--- src/hdl/tip_pkg.sv ---
// Shared types and constants for the text-to-integer parser.
package tip_pkg;

    localparam int INDEX_BITS_DEF  = 16;
    localparam int QUEUE_DEPTH_DEF = 4;

    localparam int VALUE_BITS     = 64;
    localparam int END_INDEX_BITS = 16;
    localparam int RADIX_BITS     = 6;
    localparam int DIGIT_BITS     = 6;
    localparam int CFG_INDEX_BITS = 1;
    localparam int CFG_DATA_BITS  = 6;

    localparam logic [CFG_INDEX_BITS-1:0] REG_RADIX       = 1'd0;
    localparam logic [CFG_INDEX_BITS-1:0] REG_SIGNED_MODE = 1'd1;

    localparam logic [RADIX_BITS-1:0] RADIX_RESET = 6'd10;
    localparam logic [RADIX_BITS-1:0] BASE_AUTO   = 6'd0;
    localparam logic [RADIX_BITS-1:0] BASE_ONE    = 6'd1;
    localparam logic [RADIX_BITS-1:0] BASE_OCT    = 6'd8;
    localparam logic [RADIX_BITS-1:0] BASE_DEC    = 6'd10;
    localparam logic [RADIX_BITS-1:0] BASE_HEX    = 6'd16;
    localparam logic [RADIX_BITS-1:0] BASE_MAX    = 6'd36;

    // classified character word, front to back
    typedef struct packed {
        logic                  start;
        logic                  bad_base;
        logic [RADIX_BITS-1:0] base;
        logic                  is_digit;
        logic [DIGIT_BITS-1:0] digit;
        logic                  is_space;
        logic                  is_plus;
        logic                  is_minus;
        logic                  is_zero;
        logic                  is_x;
    } tip_class_t;

    typedef struct packed {
        logic [VALUE_BITS-1:0]     value;
        logic [END_INDEX_BITS-1:0] end_index;
        logic                      minus_seen;
        logic                      base_error;
    } tip_result_t;

endpackage

--- src/hdl/text_to_integer_parser.sv ---
// Top level of the streaming text-to-integer parser.
// One character is accepted per clock, sustained, as long as results are drained; the
// rate is set by the parse engine, which does one 64-bit multiply-add by the base per
// character. A character passes the classify register, a short word queue and the
// parse engine, and the result for a terminating character is written into the output
// queue. Radix and signed_mode are written through the cfg port (index 0 radix, index 1
// signed_mode); the user must write them only while the parser is quiet, which the block itself does not enforce.
module text_to_integer_parser
    import tip_pkg::*;
#(
    parameter int INDEX_BITS  = INDEX_BITS_DEF,
    parameter int QUEUE_DEPTH = QUEUE_DEPTH_DEF
) (
    input  logic                      clk,
    input  logic                      rst_n,
    input  logic                      push,
    output logic                      full,
    input  logic                      start_req,
    input  logic [7:0]                char_code,
    output logic                      empty,
    input  logic                      pop,
    output logic [VALUE_BITS-1:0]     value,
    output logic [END_INDEX_BITS-1:0] end_index,
    output logic                      minus_seen,
    output logic                      base_error,
    input  logic                      cfg_valid,
    output logic                      cfg_ready,
    input  logic [CFG_INDEX_BITS-1:0] cfg_index,
    input  logic [CFG_DATA_BITS-1:0]  cfg_data
);

    logic [RADIX_BITS-1:0] radix_reg;
    logic                  signed_mode_reg;

    logic        fr_valid;
    tip_class_t  fr_word;
    logic        fr_taken;
    logic        wq_full;
    logic        wq_empty;
    tip_class_t  wq_word;
    logic        wq_pop;
    logic        res_push;
    tip_result_t res_in;
    tip_result_t res_out;
    logic        rq_full;

    assign cfg_ready = 1'b1;

    always_ff @(posedge clk or negedge rst_n)
    begin
        if (!rst_n)
        begin
            radix_reg       <= RADIX_RESET;
            signed_mode_reg <= 1'b0;
        end
        else if (cfg_valid && cfg_ready)
        begin
            case (cfg_index)
                REG_RADIX:       radix_reg       <= cfg_data[RADIX_BITS-1:0];
                REG_SIGNED_MODE: signed_mode_reg <= cfg_data[0];
                default:
                begin
                end
            endcase
        end
    end

    assign fr_taken = fr_valid && !wq_full;

    tip_front u_front (
        .clk        (clk),
        .rst_n      (rst_n),
        .push       (push),
        .full       (full),
        .start_req  (start_req),
        .char_code  (char_code),
        .radix      (radix_reg),
        .word_valid (fr_valid),
        .word       (fr_word),
        .word_taken (fr_taken)
    );

    tip_fifo #(
        .WIDTH ($bits(tip_class_t)),
        .DEPTH (QUEUE_DEPTH)
    ) u_word_q (
        .clk      (clk),
        .rst_n    (rst_n),
        .wr_en    (fr_taken),
        .wr_data  (fr_word),
        .rd_en    (wq_pop),
        .rd_data  (wq_word),
        .is_full  (wq_full),
        .is_empty (wq_empty)
    );

    tip_back #(
        .INDEX_BITS (INDEX_BITS)
    ) u_back (
        .clk         (clk),
        .rst_n       (rst_n),
        .word_valid  (!wq_empty),
        .word        (wq_word),
        .word_pop    (wq_pop),
        .signed_mode (signed_mode_reg),
        .res_push    (res_push),
        .res         (res_in),
        .res_full    (rq_full)
    );

    tip_fifo #(
        .WIDTH ($bits(tip_result_t)),
        .DEPTH (QUEUE_DEPTH)
    ) u_res_q (
        .clk      (clk),
        .rst_n    (rst_n),
        .wr_en    (res_push),
        .wr_data  (res_in),
        .rd_en    (pop),
        .rd_data  (res_out),
        .is_full  (rq_full),
        .is_empty (empty)
    );

    assign value      = res_out.value;
    assign end_index  = res_out.end_index;
    assign minus_seen = res_out.minus_seen;
    assign base_error = res_out.base_error;

endmodule

--- src/hdl/tip_fifo.sv ---
// Small register-based first-in first-out queue.
module tip_fifo #(
    parameter int WIDTH = 8,
    parameter int DEPTH = 4
) (
    input  logic             clk,
    input  logic             rst_n,
    input  logic             wr_en,
    input  logic [WIDTH-1:0] wr_data,
    input  logic             rd_en,
    output logic [WIDTH-1:0] rd_data,
    output logic             is_full,
    output logic             is_empty
);

    localparam int PTR_BITS = (DEPTH > 1) ? $clog2(DEPTH) : 1;
    localparam int CNT_BITS = $clog2(DEPTH + 1);

    logic [WIDTH-1:0]    mem_reg [DEPTH];
    logic [PTR_BITS-1:0] wr_ptr_reg;
    logic [PTR_BITS-1:0] rd_ptr_reg;
    logic [CNT_BITS-1:0] count_reg;
    logic                do_wr;
    logic                do_rd;

    assign is_full  = (count_reg == CNT_BITS'(DEPTH));
    assign is_empty = (count_reg == '0);
    assign do_wr    = wr_en && !is_full;
    assign do_rd    = rd_en && !is_empty;
    assign rd_data  = mem_reg[rd_ptr_reg];

    function automatic logic [PTR_BITS-1:0] ptr_inc(input logic [PTR_BITS-1:0] p);
        if (p == PTR_BITS'(DEPTH - 1)) begin
            return '0;
        end
        return p + PTR_BITS'(1);
    endfunction

    always_ff @(posedge clk or negedge rst_n)
    begin
        if (!rst_n)
        begin
            wr_ptr_reg <= '0;
            rd_ptr_reg <= '0;
            count_reg  <= '0;
        end
        else
        begin
            if (do_wr)
            begin
                wr_ptr_reg <= ptr_inc(wr_ptr_reg);
            end
            if (do_rd)
            begin
                rd_ptr_reg <= ptr_inc(rd_ptr_reg);
            end
            if (do_wr && !do_rd)
            begin
                count_reg <= count_reg + CNT_BITS'(1);
            end
            else if (do_rd && !do_wr)
            begin
                count_reg <= count_reg - CNT_BITS'(1);
            end
        end
    end

    always_ff @(posedge clk)
    begin
        if (do_wr)
        begin
            mem_reg[wr_ptr_reg] <= wr_data;
        end
    end

endmodule

--- src/hdl/tip_front.sv ---
// Input stage: takes characters and classifies them into digit/space/sign flags.
module tip_front
    import tip_pkg::*;
(
    input  logic                  clk,
    input  logic                  rst_n,
    input  logic                  push,
    output logic                  full,
    input  logic                  start_req,
    input  logic [7:0]            char_code,
    input  logic [RADIX_BITS-1:0] radix,
    output logic                  word_valid,
    output tip_class_t            word,
    input  logic                  word_taken
);

    localparam logic [7:0] CH_ZERO  = 8'h30;
    localparam logic [7:0] CH_NINE  = 8'h39;
    localparam logic [7:0] CH_LA    = 8'h61;
    localparam logic [7:0] CH_LZ    = 8'h7a;
    localparam logic [7:0] CH_UA    = 8'h41;
    localparam logic [7:0] CH_UZ    = 8'h5a;
    localparam logic [7:0] CH_TAB   = 8'h09;
    localparam logic [7:0] CH_CR    = 8'h0d;
    localparam logic [7:0] CH_SPACE = 8'h20;
    localparam logic [7:0] CH_PLUS  = 8'h2b;
    localparam logic [7:0] CH_MINUS = 8'h2d;
    localparam logic [7:0] CH_X     = 8'h78;

    logic       valid_reg;
    tip_class_t word_reg;
    tip_class_t word_next;
    logic       accept;
    logic [7:0] rel;

    assign full       = valid_reg && !word_taken;
    assign accept     = push && !full;
    assign word_valid = valid_reg;
    assign word       = word_reg;

    always_comb
    begin
        word_next          = '0;
        rel                = '0;
        word_next.start    = start_req;
        word_next.base     = radix;
        word_next.bad_base = (radix == BASE_ONE) || (radix > BASE_MAX);
        if (char_code inside {[CH_ZERO:CH_NINE]})
        begin
            rel                = char_code - CH_ZERO;
            word_next.is_digit = 1'b1;
            word_next.digit    = rel[DIGIT_BITS-1:0];
        end
        else if (char_code inside {[CH_LA:CH_LZ]})
        begin
            rel                = char_code - CH_LA + 8'd10;
            word_next.is_digit = 1'b1;
            word_next.digit    = rel[DIGIT_BITS-1:0];
        end
        else if (char_code inside {[CH_UA:CH_UZ]})
        begin
            rel                = char_code - CH_UA + 8'd10;
            word_next.is_digit = 1'b1;
            word_next.digit    = rel[DIGIT_BITS-1:0];
        end
        word_next.is_space = (char_code inside {[CH_TAB:CH_CR]}) || (char_code == CH_SPACE);
        word_next.is_plus  = (char_code == CH_PLUS);
        word_next.is_minus = (char_code == CH_MINUS);
        word_next.is_zero  = (char_code == CH_ZERO);
        word_next.is_x     = (char_code == CH_X);
    end

    always_ff @(posedge clk or negedge rst_n)
    begin
        if (!rst_n)
        begin
            valid_reg <= 1'b0;
        end
        else if (accept)
        begin
            valid_reg <= 1'b1;
        end
        else if (word_taken)
        begin
            valid_reg <= 1'b0;
        end
    end

    always_ff @(posedge clk)
    begin
        if (accept)
        begin
            word_reg <= word_next;
        end
    end

endmodule

--- src/hdl/tip_back.sv ---
// Parse engine: prefix/sign handling and the multiply-add accumulator.
module tip_back
    import tip_pkg::*;
#(
    parameter int INDEX_BITS = INDEX_BITS_DEF
) (
    input  logic        clk,
    input  logic        rst_n,
    input  logic        word_valid,
    input  tip_class_t  word,
    output logic        word_pop,
    input  logic        signed_mode,
    output logic        res_push,
    output tip_result_t res,
    input  logic        res_full
);

    typedef enum logic [2:0] {
        PH_IDLE,
        PH_SPACE,
        PH_SIGNED,
        PH_ZERO,
        PH_DIGITS
    } phase_t;

    phase_t                  phase_reg, phase_next, cur_phase;
    logic [RADIX_BITS-1:0]   base_reg, base_next, cur_base, eff_base;
    logic [VALUE_BITS-1:0]   acc_reg, acc_next, cur_acc;
    logic                    minus_reg, minus_next, cur_minus;
    logic [INDEX_BITS-1:0]   idx_reg, idx_next, cur_idx, idx_inc;
    logic                    do_prefix;
    logic                    do_try;
    logic                    emit;

    assign word_pop = word_valid && !res_full;
    assign res_push = word_pop && emit;

    always_comb
    begin
        cur_phase  = word.start ? PH_SPACE : phase_reg;
        cur_base   = word.start ? word.base : base_reg;
        cur_acc    = word.start ? '0 : acc_reg;
        cur_minus  = word.start ? 1'b0 : minus_reg;
        cur_idx    = word.start ? '0 : idx_reg;
        idx_inc    = (cur_idx == '1) ? cur_idx : cur_idx + INDEX_BITS'(1);

        phase_next = cur_phase;
        base_next  = cur_base;
        acc_next   = cur_acc;
        minus_next = cur_minus;
        idx_next   = cur_idx;
        eff_base   = cur_base;
        do_prefix  = 1'b0;
        do_try     = 1'b0;
        emit       = 1'b0;
        res        = '0;

        if (word.start && word.bad_base)
        begin
            emit           = 1'b1;
            res.base_error = 1'b1;
            phase_next     = PH_IDLE;
        end
        else
        begin
            case (cur_phase)
                PH_SPACE:
                begin
                    if (word.is_space)
                    begin
                        idx_next = idx_inc;
                    end
                    else if (word.is_plus || word.is_minus)
                    begin
                        minus_next = word.is_minus;
                        phase_next = PH_SIGNED;
                        idx_next   = idx_inc;
                    end
                    else
                    begin
                        do_prefix = 1'b1;
                    end
                end
                PH_SIGNED:
                begin
                    do_prefix = 1'b1;
                end
                PH_ZERO:
                begin
                    if (word.is_x)
                    begin
                        base_next  = BASE_HEX;
                        phase_next = PH_DIGITS;
                        idx_next   = idx_inc;
                    end
                    else
                    begin
                        eff_base = (cur_base == BASE_AUTO) ? BASE_OCT : cur_base;
                        do_try   = 1'b1;
                    end
                end
                PH_DIGITS:
                begin
                    do_try = 1'b1;
                end
                default:
                begin
                end
            endcase

            if (do_prefix)
            begin
                if ((cur_base == BASE_AUTO || cur_base == BASE_HEX) && word.is_zero)
                begin
                    acc_next   = '0;
                    phase_next = PH_ZERO;
                    idx_next   = idx_inc;
                end
                else
                begin
                    eff_base = (cur_base == BASE_AUTO) ? BASE_DEC : cur_base;
                    do_try   = 1'b1;
                end
            end

            if (do_try)
            begin
                base_next = eff_base;
                if (word.is_digit && (word.digit < eff_base))
                begin
                    acc_next   = cur_acc * VALUE_BITS'(eff_base)
                               + VALUE_BITS'(word.digit);
                    phase_next = PH_DIGITS;
                    idx_next   = idx_inc;
                end
                else
                begin
                    emit           = 1'b1;
                    res.value      = (signed_mode && cur_minus) ? ('0 - cur_acc) : cur_acc;
                    res.end_index  = END_INDEX_BITS'(cur_idx);
                    res.minus_seen = cur_minus;
                    phase_next     = PH_IDLE;
                end
            end
        end
    end

    always_ff @(posedge clk or negedge rst_n)
    begin
        if (!rst_n)
        begin
            phase_reg <= PH_IDLE;
            base_reg  <= '0;
            acc_reg   <= '0;
            minus_reg <= 1'b0;
            idx_reg   <= '0;
        end
        else if (word_pop)
        begin
            phase_reg <= phase_next;
            base_reg  <= base_next;
            acc_reg   <= acc_next;
            minus_reg <= minus_next;
            idx_reg   <= idx_next;
        end
    end

endmodule

--- config.mk ---
export PLATFORM = sky130hd
export DESIGN_NAME = text_to_integer_parser
export DESIGN_NICKNAME = d
export VERILOG_FILES = /design/src/hdl/tip_pkg.sv /design/src/hdl/text_to_integer_parser.sv /design/src/hdl/tip_fifo.sv /design/src/hdl/tip_front.sv /design/src/hdl/tip_back.sv
export SDC_FILE = /design/constraint.sdc
export NUM_CORES = 2
export LEC_CHECK = 0
export BUFFER_PORTS_ARGS = -buffer_cell sky130_fd_sc_hd__buf_4
export CAP_MARGIN = 25
export CORE_ASPECT_RATIO = 0.9
export CORE_MARGIN = 1
export CORE_UTILIZATION = 35
export CTS_CLUSTER_SIZE = 10
export DETAILED_ROUTE_END_ITERATION = 12
export PLACE_DENSITY_LB_ADDON = 0.05
export SLEW_MARGIN = 10
export SYNTH_ARGS = -nofsm -noshare
export SYNTH_HDL_FRONTEND = slang
export SYNTH_SLANG_ARGS = --single-unit
--- constraint.sdc ---
create_clock -name clk -period 21.6 [get_ports clk]
set_input_delay 3.24 -clock clk [delete_from_list [all_inputs] [get_ports clk]]
set_output_delay 3.24 -clock clk [all_outputs]
set_load 0.05 [all_outputs]
==> results.cfg <==
[run_status]
status = completed

[setup_path]
reg2reg_depth = 27
crit_arrival_ps = 10440
critPathRequiredTime_ps = 22140
cp.depth = 27
critPathBufInv = 6
cp_slowest_cell = mux4_2
worstSetupPathType = reg2reg
critPathLaunchType = register
crit_fanout = 48
cpPeakStageDelay_ps = 840
cp_common_cell = fa_1
critPathCaptureType = register
crit_family = simple AND/OR/NAND/NOR gates

[finish]
layout_commonest_cell = edfxtp_1
final_nets = 3384
final_cell_mix = 428 x edfxtp_1, 276 x and2_1, 242 x fa_1
largest_reg_flops = 328
fin_area_sq_mm = 0.03974
layout.cells.non_filler = 4358
fin_util_pct = 39.72
area_growth_pct = 12.27
drive_gt1_share_pct = 12.85

[timing]
finalCritPeriodShare_pct = 45.80
worstMarginPinSlew_ps = 1056
hold_viol = 0
slew_violations = 0
setup_violations = 0
setup_tns_ps = 0
min_period_ps = 9893
grt_setup_unrepaired = no
fmax_mhz = 101.1
finClkSkew_ps = 27.01
relSlewSlack_pct = 29.59

[logic_synthesis]
synth_area_sq_mm = 0.03540
ys_ff_latch = 540
synth-edff-count = 428
synth-seq-area-share_pct = 44.23
synth_nets = 3354
synthArstFlopShare_pct = 20.74
ys_warn_count = 0
syn-instance-count = 2934
synthDistinctLibCells = 87
synth_flop_cell = edfxtp_1
avgSynthCellArea_sq_um = 12.07

[die]
core_sq_mm = 0.1001
die_area_sq_mm = 0.1024
pin_count = 106
num_rows = 110
die_w_microns = 337.2
die_y_microns = 303.7
start_util_pct = 35.38

[routing]
vias = 23460
drt-initial-drc-count = 1663
drt_pass1_iterations = 6
wl_mm = 102.9
avgRoutedWirePerCell_microns = 23.62
routed_via_density = 5.384
drc_errors = 0
ant_nets = 0

[clock_tree]
cts.reportedPaths.clkPinSlew_ps = 60
clkSinkCount = 540
clockBufferDepth = 3
clock_tree.root_cell = clkbuf_16
cts_buffers = 69
cts_max_level = 3
clock_latency_ps = 620
ctsHoldBuffers = 0
cts_tree = done
post_cts_buffers = 0
cts_resized = 0

[place]
placed_area_sq_mm = 0.03756
dp_cells = 4237
place_hpwl_mm = 72.08
port_buffers = 104
gp_congestion = 0.8577

[power_and_ir_drop]
peakVddDrop_mv = 0.08820
static-leakage-power_nw = 16.56
pwr_density_cell_mw_per_mm2 = 118.3

[global_route]
grt_max_degree = 60
grt_pass1_vias = 24790
antenna_found_initial = 2
grt_pass1_wl_mm = 158.5
gr-usage-all-layers_pct = 20.38
grt-ovfl-total = 0

[hold_path]
hold_path_depth = 0
hp-class = reg2reg

[flow_run]
maxCapViolations = 0
logic make-up (layout without fill, tap and decap cells):
logic type,count (synthesis),after routing,share of synthesized area [%]
AOI/OAI and AO/OA,516,516,9.193
xor gates and xnor gates,125,125,3.132
adders and majority gates,399,399,19.23
buffers and inverters,273,350,3.025
DFF,540,540,44.23
muxes,118,118,7.104
other,1,4,0.01059
and+or+nand+nor,962,962,14.07
layer usage:
layer / GRT usage (%) / share of wire [%]
met1: 30.96 / 49
met4: 4.355 / 1.5
met3: 2.425 / 4.3
met2: 31.03 / 45
met5: 0 / 0
power breakdown:
part           switching (mW)  internal [mW]
logic                    1.47          0.602
clock network           0.455          0.656
registers               0.129           1.39
total                    2.05           2.65
cell usage after synthesis (8+ instances only):
master      n  share of area, %
a21oi_1   133               1.9
or2_2      11              0.19
dfrtp_1   110               7.8
mux4_2     91               5.8
o21ai_0   155               2.2
xnor2_1    49               1.2
o41ai_1     8              0.20
nor2_1    214               2.3
o31ai_1    31              0.66
a22o_1     22              0.54
or3_1      25              0.44
ha_1      157               5.5
xor2_1     75               1.9
and3_1     47              0.83
edfxtp_1  428                36
and2_1    280               4.9
a21o_1     48               1.0
clkbuf_1  147               1.6
buf_2       9              0.13
o21a_1     10              0.21
mux4_1     11              0.82
nor3_1     39              0.55
a31oi_1    21              0.37
nand2_1   212               2.2
nand4_1    19              0.34
nand3_1    29              0.41
buf_1      28              0.30
o21bai_1   15              0.32
mux2_2     13              0.41
nor2b_1    20              0.35
nor4_1      9              0.16
or4_1      11              0.23
inv_1      85              0.90
nand2b_1   18              0.32
fa_1      242                14
layout make-up:
cell class	instances	area [sq um]
Antenna cell	3	7.507
Clock buffer	98	1866
Clock inverter	20	314.1
Fill cell	9477	60310
Inverter	85	319.1
Multi-Input combinational cell	2121	18740
Sequential cell	540	15670
Tap cell	1344	1682
Timing Repair Buffer	147	1152
worst reg2reg max path: cells and delay by family (launching register included):
kind                     cells  cell delay [ps]
AO/OA/AOI/OAI                8             1970
adder cells (fa/ha/maj)      5             2460
buffers and inverters        6             1380
flip-flops                   1              320
multiplexers                 1              850
AND/OR/NAND/NOR              7             2850
stage by stage:
step / setup slack (ps) / hold WS [ps] / power (mW)
2_1_floorplan: 14440 / 443.1 / 2.857
3_5_place_dp: 11740 / 484.0 / 3.649
4_1_cts: 11720 / 496.9 / 4.778
6_report: 11710 / 490.4 / 4.703
3_3_place_gp: 11910 / 476.5 / 3.614
5_1_grt: 11180 / 504.5 / 4.951
path summary, 6_finish.rpt:
| check | to | slack, ps | startpoint |
|---|---|---|---|
| worst max-delay path | u_back.acc_reg[63] | 11710 | u_word_q.rd_ptr_reg[0] |
| worst min-delay path | u_word_q.mem_reg[3][2] | 490 | u_front.word[2] |
| worst max register to register | u_back.acc_reg[63] | 11710 | u_word_q.rd_ptr_reg[0] |
| worst min register to register | u_word_q.mem_reg[3][2] | 490 | u_front.word[2] |
| max in group asynchronous | u_back.acc_reg[33] | 17260 | rst_n |
| min in group asynchronous | u_res_q.rd_ptr_reg[0] | 2550 | rst_n |
Power figures use the tool's default switching activity.
